### src/rtl/hfla_pkg.sv
// ----------------------------------------------------------------------------
// hfla_pkg: shared types and codes of the handle free list allocator
// request and result payloads, command and status codes, control structs
// ----------------------------------------------------------------------------
`default_nettype none

package hfla_pkg;

   localparam int CMD_W            = 2;
   localparam int HANDLE_W         = 8;
   localparam int VALUE_W          = 31;
   localparam int STATUS_W         = 2;
   localparam int DEF_NUM_HANDLES  = 64;

   // command codes
   localparam logic [CMD_W-1:0] CMD_ALLOC   = 2'd0;
   localparam logic [CMD_W-1:0] CMD_LOOKUP  = 2'd1;
   localparam logic [CMD_W-1:0] CMD_RELEASE = 2'd2;

   // status codes
   localparam logic [STATUS_W-1:0] ST_OK        = 2'd0;
   localparam logic [STATUS_W-1:0] ST_NONE_FREE = 2'd1;
   localparam logic [STATUS_W-1:0] ST_INVALID   = 2'd2;

   typedef struct packed {
      logic [CMD_W-1:0]    cmd;
      logic [HANDLE_W-1:0] handle_in;
      logic [VALUE_W-1:0]  bind_value;
   } req_type;

   typedef struct packed {
      logic [STATUS_W-1:0] status;
      logic [HANDLE_W-1:0] handle_out;
      logic [VALUE_W-1:0]  bound_value;
   } rsp_type;

   // free stack control
   typedef struct packed {
      logic                rd;
      logic                pop;
      logic                push;
      logic [HANDLE_W-1:0] push_handle;
   } stk_ctl_type;

   // bind table control
   typedef struct packed {
      logic                rd;
      logic [HANDLE_W-1:0] rd_addr;
      logic                wr;
      logic [HANDLE_W-1:0] wr_addr;
      logic [VALUE_W-1:0]  wr_data;
   } tbl_ctl_type;

endpackage

`default_nettype wire

### src/rtl/hfla_free_stack.sv
// ----------------------------------------------------------------------------
// hfla_free_stack: lifo of free handle indices
// synchronous memory with registered read, fill count, and per-entry written
// bits so that an untouched entry reads as its reset index
// ----------------------------------------------------------------------------
`default_nettype none

module hfla_free_stack
   import hfla_pkg::*;
#(
   parameter int NUM_HANDLES = DEF_NUM_HANDLES,
   localparam int IDX_W = $clog2(NUM_HANDLES),
   localparam int CNT_W = $clog2(NUM_HANDLES + 1)
) (
   input  wire logic              clock,
   input  wire logic              reset,
   input  wire stk_ctl_type       ctl,
   output logic      [IDX_W-1:0]  top_idx,
   output logic      [CNT_W-1:0]  count
);

   logic [IDX_W-1:0]       mem [NUM_HANDLES];
   logic [NUM_HANDLES-1:0] written_ff, written_in;
   logic [CNT_W-1:0]       count_ff, count_in;
   logic [IDX_W-1:0]       rd_data_ff;
   logic [IDX_W-1:0]       rd_addr_ff;
   logic                   rd_fresh_ff;
   logic [IDX_W-1:0]       top_addr;
   logic [IDX_W-1:0]       push_addr;
   logic                   push_ok;

   assign top_addr  = IDX_W'(count_ff - CNT_W'(1));
   assign push_addr = count_ff[IDX_W-1:0];
   assign push_ok   = ctl.push && (count_ff < CNT_W'(NUM_HANDLES));

   always_comb begin
      count_in   = count_ff;
      written_in = written_ff;
      if (ctl.pop && (count_ff != '0)) begin
         count_in = count_ff - CNT_W'(1);
      end else if (push_ok) begin
         count_in              = count_ff + CNT_W'(1);
         written_in[push_addr] = 1'b1;
      end
   end

   always_ff @(posedge clock) begin
      if (reset) begin
         count_ff   <= CNT_W'(NUM_HANDLES);
         written_ff <= '0;
      end else begin
         count_ff   <= count_in;
         written_ff <= written_in;
      end
   end

   // memory: one write port, one registered read port
   always_ff @(posedge clock) begin
      if (push_ok && !ctl.pop) begin
         mem[push_addr] <= ctl.push_handle[IDX_W-1:0];
      end
      if (ctl.rd) begin
         rd_data_ff  <= mem[top_addr];
         rd_addr_ff  <= top_addr;
         rd_fresh_ff <= written_ff[top_addr];
      end
   end

   // untouched entries hold the reset order, zero on top
   assign top_idx = rd_fresh_ff ? rd_data_ff : (IDX_W'(NUM_HANDLES - 1) - rd_addr_ff);
   assign count   = count_ff;

endmodule

`default_nettype wire

### src/rtl/hfla_bind_table.sv
// ----------------------------------------------------------------------------
// hfla_bind_table: descriptor storage, one entry per handle
// synchronous memory, one write and one registered read a cycle
// ----------------------------------------------------------------------------
`default_nettype none

module hfla_bind_table
   import hfla_pkg::*;
#(
   parameter int NUM_HANDLES = DEF_NUM_HANDLES,
   localparam int IDX_W = $clog2(NUM_HANDLES)
) (
   input  wire logic               clock,
   input  wire tbl_ctl_type        ctl,
   output logic      [VALUE_W-1:0] rd_data
);

   logic [VALUE_W-1:0] mem [NUM_HANDLES];
   logic [VALUE_W-1:0] rd_data_ff;

   always_ff @(posedge clock) begin
      if (ctl.wr) begin
         mem[ctl.wr_addr[IDX_W-1:0]] <= ctl.wr_data;
      end
      if (ctl.rd) begin
         rd_data_ff <= mem[ctl.rd_addr[IDX_W-1:0]];
      end
   end

   assign rd_data = rd_data_ff;

endmodule

`default_nettype wire

### src/rtl/handle_free_list_allocator_top.sv
// ----------------------------------------------------------------------------
// handle_free_list_allocator_top: handle allocator with lifo free list
// allocate pops a free handle and binds a descriptor, lookup returns the
// descriptor of an active handle, release returns it and frees the handle
// ----------------------------------------------------------------------------
// In the cycle a request is accepted the free stack and the bind table are
// read (both memories have a registered read), and in the execute state that
// follows the result is formed and the stack, table and active marks are
// written back. A new request is taken only once the execute state has
// completed, so the block is through with one request before it takes the next.
// The result sits in an output register; the block keeps taking requests
// while it waits, and stalls in its execute state only when the output
// register still holds an untaken result. After reset every handle is free
// and handle 0 is handed out first; no clearing pass is needed.
// ----------------------------------------------------------------------------
`default_nettype none

module handle_free_list_allocator_top
   import hfla_pkg::*;
#(
   parameter int NUM_HANDLES = DEF_NUM_HANDLES
) (
   input  wire logic    clock,
   input  wire logic    reset,
   input  wire logic    req_valid,
   output logic         req_ready,
   input  wire req_type req_data,
   output logic         rsp_valid,
   input  wire logic    rsp_ready,
   output rsp_type      rsp_data
);

   localparam int IDX_W = $clog2(NUM_HANDLES);
   localparam int CNT_W = $clog2(NUM_HANDLES + 1);

   // sequencer states
   localparam logic ST_IDLE = 1'b0;
   localparam logic ST_EXEC = 1'b1;

   logic                   state_ff, state_in;
   req_type                req_ff;
   logic [NUM_HANDLES-1:0] active_ff, active_in;
   rsp_type                rsp_ff, rsp_in;
   logic                   rsp_valid_ff, rsp_valid_in;

   logic                   req_fire;
   logic                   exec_done;
   stk_ctl_type            stk_ctl;
   tbl_ctl_type            tbl_ctl;
   logic [IDX_W-1:0]       top_idx;
   logic [CNT_W-1:0]       free_count;
   logic [VALUE_W-1:0]     tbl_rd_data;
   logic [IDX_W-1:0]       h_idx;
   logic                   h_ok;
   logic                   have_free;

   assign req_ready = (state_ff == ST_IDLE);
   assign req_fire  = req_valid && req_ready;

   // execute state completes once the output register can take the result
   assign exec_done = (state_ff == ST_EXEC) && (!rsp_valid_ff || rsp_ready);

   // handle check against the latched request
   assign h_idx     = req_ff.handle_in[IDX_W-1:0];
   assign h_ok      = ({1'b0, req_ff.handle_in} < (HANDLE_W + 1)'(NUM_HANDLES))
                      && active_ff[h_idx];
   assign have_free = (free_count != '0);

   always_comb begin
      state_in     = state_ff;
      active_in    = active_ff;
      rsp_in       = rsp_ff;
      rsp_valid_in = rsp_valid_ff && !rsp_ready;

      stk_ctl             = '0;
      stk_ctl.rd          = req_fire;
      stk_ctl.push_handle = req_ff.handle_in;

      tbl_ctl         = '0;
      tbl_ctl.rd      = req_fire;
      tbl_ctl.rd_addr = req_data.handle_in;
      tbl_ctl.wr_addr = req_ff.handle_in;
      tbl_ctl.wr_data = req_ff.bind_value;

      case (state_ff)
         ST_IDLE: begin
            if (req_fire) begin
               state_in = ST_EXEC;
            end
         end
         ST_EXEC: begin
            if (exec_done) begin
               state_in     = ST_IDLE;
               rsp_valid_in = 1'b1;
               rsp_in       = '{status: ST_INVALID, handle_out: '0, bound_value: '0};
               case (req_ff.cmd)
                  CMD_ALLOC: begin
                     if (have_free) begin
                        // pop, mark active, bind the descriptor
                        stk_ctl.pop        = 1'b1;
                        active_in[top_idx] = 1'b1;
                        tbl_ctl.wr         = 1'b1;
                        tbl_ctl.wr_addr    = HANDLE_W'(top_idx);
                        rsp_in.status      = ST_OK;
                        rsp_in.handle_out  = HANDLE_W'(top_idx);
                     end else begin
                        rsp_in.status = ST_NONE_FREE;
                     end
                  end
                  CMD_LOOKUP: begin
                     if (h_ok) begin
                        rsp_in.status      = ST_OK;
                        rsp_in.bound_value = tbl_rd_data;
                     end
                  end
                  CMD_RELEASE: begin
                     if (h_ok) begin
                        // clear the entry and push the handle back
                        stk_ctl.push       = 1'b1;
                        active_in[h_idx]   = 1'b0;
                        tbl_ctl.wr         = 1'b1;
                        tbl_ctl.wr_data    = '0;
                        rsp_in.status      = ST_OK;
                        rsp_in.bound_value = tbl_rd_data;
                     end
                  end
                  default: begin
                     rsp_in.status = ST_INVALID;
                  end
               endcase
            end
         end
         default: begin
            state_in = ST_IDLE;
         end
      endcase
   end

   // control state
   always_ff @(posedge clock) begin
      if (reset) begin
         state_ff     <= ST_IDLE;
         active_ff    <= '0;
         rsp_valid_ff <= 1'b0;
      end else begin
         state_ff     <= state_in;
         active_ff    <= active_in;
         rsp_valid_ff <= rsp_valid_in;
      end
   end

   // payload registers
   always_ff @(posedge clock) begin
      if (req_fire) begin
         req_ff <= req_data;
      end
      rsp_ff <= rsp_in;
   end

   hfla_free_stack #(
      .NUM_HANDLES (NUM_HANDLES)
   ) u_free_stack (
      .clock   (clock),
      .reset   (reset),
      .ctl     (stk_ctl),
      .top_idx (top_idx),
      .count   (free_count)
   );

   hfla_bind_table #(
      .NUM_HANDLES (NUM_HANDLES)
   ) u_bind_table (
      .clock   (clock),
      .ctl     (tbl_ctl),
      .rd_data (tbl_rd_data)
   );

   assign rsp_valid = rsp_valid_ff;
   assign rsp_data  = rsp_ff;

   // free handles and active handles always add up to the table size
   a_conservation: assert property (@(posedge clock) disable iff (reset)
      (32'(free_count) + 32'($countones(active_ff))) == 32'(NUM_HANDLES))
      else $error("free count and active marks out of balance");

   // an allocation never hands out a handle that is already active
   a_alloc_fresh: assert property (@(posedge clock) disable iff (reset)
      (exec_done && (req_ff.cmd == CMD_ALLOC) && have_free) |-> !active_ff[top_idx])
      else $error("allocated handle already active");

   // an accepted request moves the sequencer into its execute state
   a_accept_exec: assert property (@(posedge clock) disable iff (reset)
      req_fire |=> (state_ff == ST_EXEC))
      else $error("accepted request did not enter execution");

   // completion always loads a result into the output register
   a_done_rsp: assert property (@(posedge clock) disable iff (reset)
      exec_done |=> rsp_valid_ff)
      else $error("completed request left no result");

endmodule

`default_nettype wire

### config.mk
export PLATFORM = sky130hd
export DESIGN_NAME = handle_free_list_allocator_top
export DESIGN_NICKNAME = d
export VERILOG_FILES = /design/src/rtl/hfla_pkg.sv /design/src/rtl/hfla_free_stack.sv /design/src/rtl/hfla_bind_table.sv /design/src/rtl/handle_free_list_allocator_top.sv
export SDC_FILE = /design/constraint.sdc
export NUM_CORES = 2
export LEC_CHECK = 0
export BUFFER_PORTS_ARGS = -buffer_cell sky130_fd_sc_hd__buf_2
export CAP_MARGIN = 10
export CORE_AREA = 2 2 507 509
export DETAILED_ROUTE_END_ITERATION = 8
export DIE_AREA = 0 0 509 511
export PLACE_DENSITY = 0.6
export SLEW_MARGIN = 20
export SYNTH_ARGS = -nofsm -noshare
export SYNTH_HDL_FRONTEND = slang
export SYNTH_SLANG_ARGS = --single-unit
### constraint.sdc
create_clock -name clock -period 6.1 [get_ports clock]
set_input_delay 0.61 -clock clock [delete_from_list [all_inputs] [get_ports clock]]
set_output_delay 0.61 -clock clock [all_outputs]
set_load 0.02 [all_outputs]
== After elaboration in Yosys (flattened, before gate mapping) ==
Memories as Yosys holds them, arrays and structs flattened. A register that Yosys moved wholly into a read port is not among the register bits.
Cells that the tools add are included.
Cells by class
  add/subtract/negate cells: 3
  equal/unequal tests: 4
  reduce and logical (&&, ||, !) cells: 24
  multiplexer cells: 41
  bitwise logic cells: 6
  $lt $le $gt $ge: 9
Operator list (number)
  $mux 64: 2
  $or 64x64->64: 2
  $pmux 64 s2: 1
  $mux 40: 2
  $and 64x64->64: 1
  $not 64->64: 1
  $mux 31: 2
  $lt 6x7->1 const B: 4
  $demux 1 s6: 3
  $ge 6x1->1 const B: 3
  $mux 1: 18
  $mux 7: 2
  $bmux 1 s6: 2
  $logic_and 1x1->1: 10
  $mux 9: 1
  $lt 8x7->1 const B: 1
  $mux 8: 1
  $reduce_and 2->1: 4
  $add 7x1->7 const B: 1
  $lt 7x7->1 const B: 1
  $reduce_bool 7->1: 1
  $sub 7x1->7 const B: 1
  $mux 2: 3
  $mux 6: 1
  other kinds (13): 19
Storage, ports and cells
  memory bits (writable): 2368
  register bits: 226
  memories: 2
  logic and storage cells: 103
Memory list
  u_bind_table.mem: words 64, bits a word 31, read ports 1, clocked after Yosys merged registers in 1, write ports 1, RTL line hfla_bind_table.sv:18  | logic [VALUE_W-1:0] mem [NUM_HANDLES];
  u_free_stack.mem: words 64, bits a word 6, read ports 1, clocked after Yosys merged registers in 1, write ports 1, RTL line hfla_free_stack.sv:22  | logic [IDX_W-1:0] mem [NUM_HANDLES];

== Longest topological paths before layout ==
  word-level depth: 11
  depth in mapped cells: 13
  gate-level depth less buffers: 9

== Cells and area by module ==
Synthesis repeated with hierarchy kept, for this count alone.
Second synthesis, totals
  cells, all modules: 5269
  area total of the unflattened synthesis: 102331.9 µm²
By module, submodules not included
  hfla_bind_table: seq. area each 60508.0 µm², instances 1, cells an instance 3418, area each 76616.0 µm²
  hfla_free_stack: seq. area each 13342.8 µm², instances 1, cells an instance 1168, area each 18671.7 µm²
  handle_free_list_allocator_top: seq. area each 3723.6 µm², instances 1, cells an instance 683, area each 7044.3 µm²

== Worst setup path before layout ==
OpenSTA, ideal clock, no wires.
  path kind: reg-to-reg
  start point: register req_ff, in the netlist h_idx[2]
  end point: memory u_bind_table.mem[5][0], enable pin
  slack: 1238 ps
  path buffers: 4
  required time: 5681 ps
  arrival time: 4443 ps
  stages on the path, launching flop included: 12
  clock period less this slack: 4862 ps
  path through: edfxtp_1 buf_2 buf_2 mux4_2 nand3_1 a21oi_1 nor3_2 a211o_1 buf_4 buf_8 o32a_4 nor2_1
On the way
  word-level cells in the longest chain between the ends: 9
  elaborated cells between the ends (all ways): 12
  those cells by class: order compare (1); mux (10); reduce/logical (1)
RTL lines
  start, declared: RTL line handle_free_list_allocator_top.sv:41  | req_type req_ff;
  start signal, assigned: RTL line handle_free_list_allocator_top.sv:155  | req_ff <= req_data;
  $bmux 1 s6: RTL line handle_free_list_allocator_top.sv:66  | && active_ff[h_idx];
  $mux 1 (implied by the code): RTL line handle_free_list_allocator_top.sv:66
  $logic_and 1x1->1: RTL line handle_free_list_allocator_top.sv:66
  $mux 1: RTL line handle_free_list_allocator_top.sv:117  | if (h_ok) begin
  $pmux 1 s2: RTL line handle_free_list_allocator_top.sv:96  | case (req_ff.cmd)
  $mux 40: RTL line handle_free_list_allocator_top.sv:92  | if (exec_done) begin
  $mux 40 *: RTL line handle_free_list_allocator_top.sv:85  | case (state_ff)
  $mux 1: RTL line hfla_bind_table.sv:22  | if (ctl.wr) begin
  $mux 1 (implied by the code): RTL line hfla_bind_table.sv:23  | mem[ctl.wr_addr[IDX_W-1:0]] <= ctl.wr_data;
  end, declared: RTL line hfla_bind_table.sv:18
Mark *: on every way between the ends. The rest lies on a longest branch, timed or not. The select of a mux whose other input is x is not followed.

==> summary.txt <==
Clock tree
  • Setup Buffers After CTS: 0
  • TritonCTS Sinks: 2629
  • CTS tree: built
  • Clk slew on worst S/H paths: 60 ps
  • Worst-skew pair later-pin latency: 960 ps
  • CTS Root Cell: clkbuf_16
  • CTS max path bufs: 4
  • CTS resizes: 0
  • CTS Buf Count: 285
  • CTS HTree Levels: 5
  • # hold bufs at CTS: 37

Power and ir drop
  • Internal: 30.7 mW
  • Switching share of power: 21.2%
  • Comb pwr share: 5.4%
  • Net Sw Power: 8.25 mW
  • Clock power share: 43.3%
  • Flop pwr share: 51.3%
  • Power after layout: 38.9 mW
  • Worst ir drop on vdd: 0.000296 V
  • Lkg Pwr: 35.8 nW
  • Pwr per Cell Area: 333 mW/mm^2

Placed design
  • Worst slack at placement: 1540 ps
  • RePlAce Congestion: 0.834
  • IO Port Bufs: 85
  • Placed Instance Area: 0.107 sq mm
  • DP HPWL: 151000 microns
  • Placed cells: 7899

Synth
  • #FFs+latches synth: 2629
  • Synth top area share: 73.9%
  • Synth cell types: 54
  • Post-synthesis simple-gate area fraction: 2.32%
  • Post-Synthesis Cells: 4494
  • Synth area leaders: edfxtp_1, mux4_2, dfxtp_1, nor2_1, clkbuf_1
  • Syn. warnings: 0
  • Synth Area in Compound Gates: 1.80%
  • Main combinational cell family by area after synthesis: multiplexers
  • Number of synthesized flops with an enable pin: 2492
  • Mux share of post-synthesis cell area: 18.0%
  • Xor and xnor area share after synthesis: 0.0346%
  • Sequential cell area fraction in the yosys report: 76.6%
  • Ys flop type: edfxtp_1
  • Synth Area in Adders: 0.0494%
  • Synth area leader: edfxtp_1
  • Async SR Flop Fraction: 0%
  • Syn avg cell area: 22.5 sq um
  • Mapped cell area: 0.101 sq mm

Detailed routing
  • Final WL: 252000 microns
  • Detailed Routing Iterations Pass 1: 7
  • DRC viols: 0
  • Antenna Nets Post-Route: 0
  • Routed vias: 48300
  • Drt via density: 5.72
  • Drt wl/cell: 29.9 microns
  • Detailed Route Iter0 Violations: 5879

Floorplanning
  • I/O Pins: 88
  • Rows: 186
  • Die H: 511 microns
  • Full die area: 0.260 sq mm
  • Die Wd: 509 microns
  • Starting density of the core: 39.7%
  • Core footprint: 0.255 sq mm

Setup path
  • Startpoint Class: flop
  • Kind of critical path: reg2reg
  • Endpoint type of the worst setup path: flop
  • FF-to-FF path depth: 8
  • Critical Path Fanout Max: 37
  • Worst Path Required: 6760 ps
  • WP data arrival: 5220 ps

STA
  • Slew @ Worst Pin: 1170 ps
  • RSZ-0062 raised after global routing: no
  • Final setup TNS: 0 ps
  • Final min period: 4560 ps
  • WHS: 100 ps
  • Max-slew violation count: 0
  • Final hold viol count: 0
  • Fmax: 219 MHz
  • Slew margin rel.: 21.5%
  • Tcrit/Tclk final: 74.8%
  • Final Skew: 98.2 ps
  • Post-route setup slack: 1540 ps
  • Setup Viol. Count Final: 0

Min path
  • Min-delay worst type: in2reg
  • Hold Path Depth: 1

Global routing
  • Vias in the first global route: 48600
  • Largest net degree at the start of global routing: 100
  • First-pass GRT wire length: 362000 microns
  • Initial antenna violation count: 28
  • GRT overflow: 0
  • Tot GR Track Use: 19.3%

Layout
  • Final instance area: 0.117 sq mm
  • Final core occ: 45.8%
  • Share of layout cells above drive strength 1: 32.7%
  • Nets: 4889
  • Fin cells: 8442
  • Synthesis-to-layout area growth: 15.5%

Run status
  • Status: completed

Job
  • Max Cap Viol: 0
==> cell families after synthesis <==
logic type	Yosys count
xor gates and xnor gates	4
adders and majority gates	4
other	1
DFF	2629
buffers and inverters	286
and+or+nand+nor	498
AOI/OAI and AO/OA	253
muxes	819
==> synth_stat cells, drive strengths merged, types with 5 or more instances <==
library cell	number
dfxtp	137
mux4	804
nand3	15
a211oi	17
o21ba	31
nor2	184
a311oi	50
a21oi	110
and3	15
clkbuf	167
nor3	63
a31oi	20
nand2	112
and2	67
inv	18
nand2b	7
mux2i	10
mux2	5
nor2b	10
nor4	9
buf	101
edfxtp	2492
==> worst max-delay path, cell delays in order, from the launching register on <==
cell	delay, ps
edfxtp_1	700
buf_4	380
mux4_2	560
o22ai_1	180
nor4_1	90
nor3_2	420
a211o_4	660
and2_2	700
buf_4	500
==> power by group through the flow <==
stage	Sequential (mW)	Combinational [mW]	Clock, mW
final	20.0	2.10	16.9
after global routing	20.0	2.22	17.9
after CTS	20.0	2.12	17.2
after detailed placement	20.4	2.10	0
after global placement	20.4	2.07	0
after floorplan	20.3	1.20	0
==> routing by layer <==
metal  part of all wire (%)  vias to the layer above  routed length, microns  global-route usage [%]
met2                     49                     1919                  123000                    30.6
met3                    7.2                      335                   18200                    3.44
met5                 0.0052                        -                      13                       0
met4                    2.3                        2                    5800                    5.09
li1                       -                    19800                       -                       -
met1                     42                    26200                  106000                    27.8
==> layout by cell type, fill, tap and decap left out, types with 7 or more instances in the layout <==
cell	synthesis	routed
bufinv_16	0	31
and2_1	66	35
buf_12	0	35
nor3_2	7	9
clkbuf_1	166	46
o21ba_2	31	31
diode_2	0	20
clkbuf_16	0	290
clkinv_1	0	54
buf_4	4	170
a21oi_1	110	104
inv_1	18	17
nand2b_1	7	7
clkinv_2	0	39
clkinvlp_4	0	10
nand3_1	15	15
nor2_4	0	64
a31oi_1	20	20
nand2_1	112	112
and2_2	0	29
edfxtp_1	2492	2492
dfxtp_1	137	136
dlygate4sd3_1	0	37
buf_2	52	80
mux4_2	804	804
nor4_1	8	8
nor3_1	56	54
and3_1	15	14
nor2b_1	9	8
nor2_1	184	119
mux2i_1	10	8
a311oi_1	50	50
a211oi_1	17	16
==> cell type report <==
type | instances | area, sq um
Antenna cell | 20 | 50.0
Clock buffer | 338 | 7460
Clock inverter | 147 | 1580
Fill cell | 20900 | 138000
Inverter | 18 | 67.6
Multi-Input combinational cell | 1580 | 23200
Sequential cell | 2629 | 77600
Tap cell | 3384 | 4230
Timing Repair Buffer | 326 | 2810
==> sequential cells by signal, indices dropped and copies added (netlist names) <==
signal                    flops
req_ff                       35
h_idx                         6
u_free_stack.count            7
active_ff                    64
u_free_stack.rd_fresh_ff      1
u_free_stack.rd_data_ff       6
rsp_data                     39
rsp_valid                     1
u_free_stack.written_ff      64
u_free_stack.mem            384
u_bind_table.rd_data         31
u_bind_table.mem           1984
state_ff                      1
u_free_stack.rd_addr_ff       6
==> path summary, 6_finish.rpt <==
path / from / slack (ps) / to
max reg2reg: h_idx[0] / 1540 / u_bind_table.mem[17][27]
min: req_data[33] / 100 / h_idx[2]
max: h_idx[0] / 1540 / u_bind_table.mem[17][27]
min reg2reg: u_free_stack.written_ff[31] / 470 / u_free_stack.written_ff[31]
No activity file was read; power rests on OpenSTA's default activity.
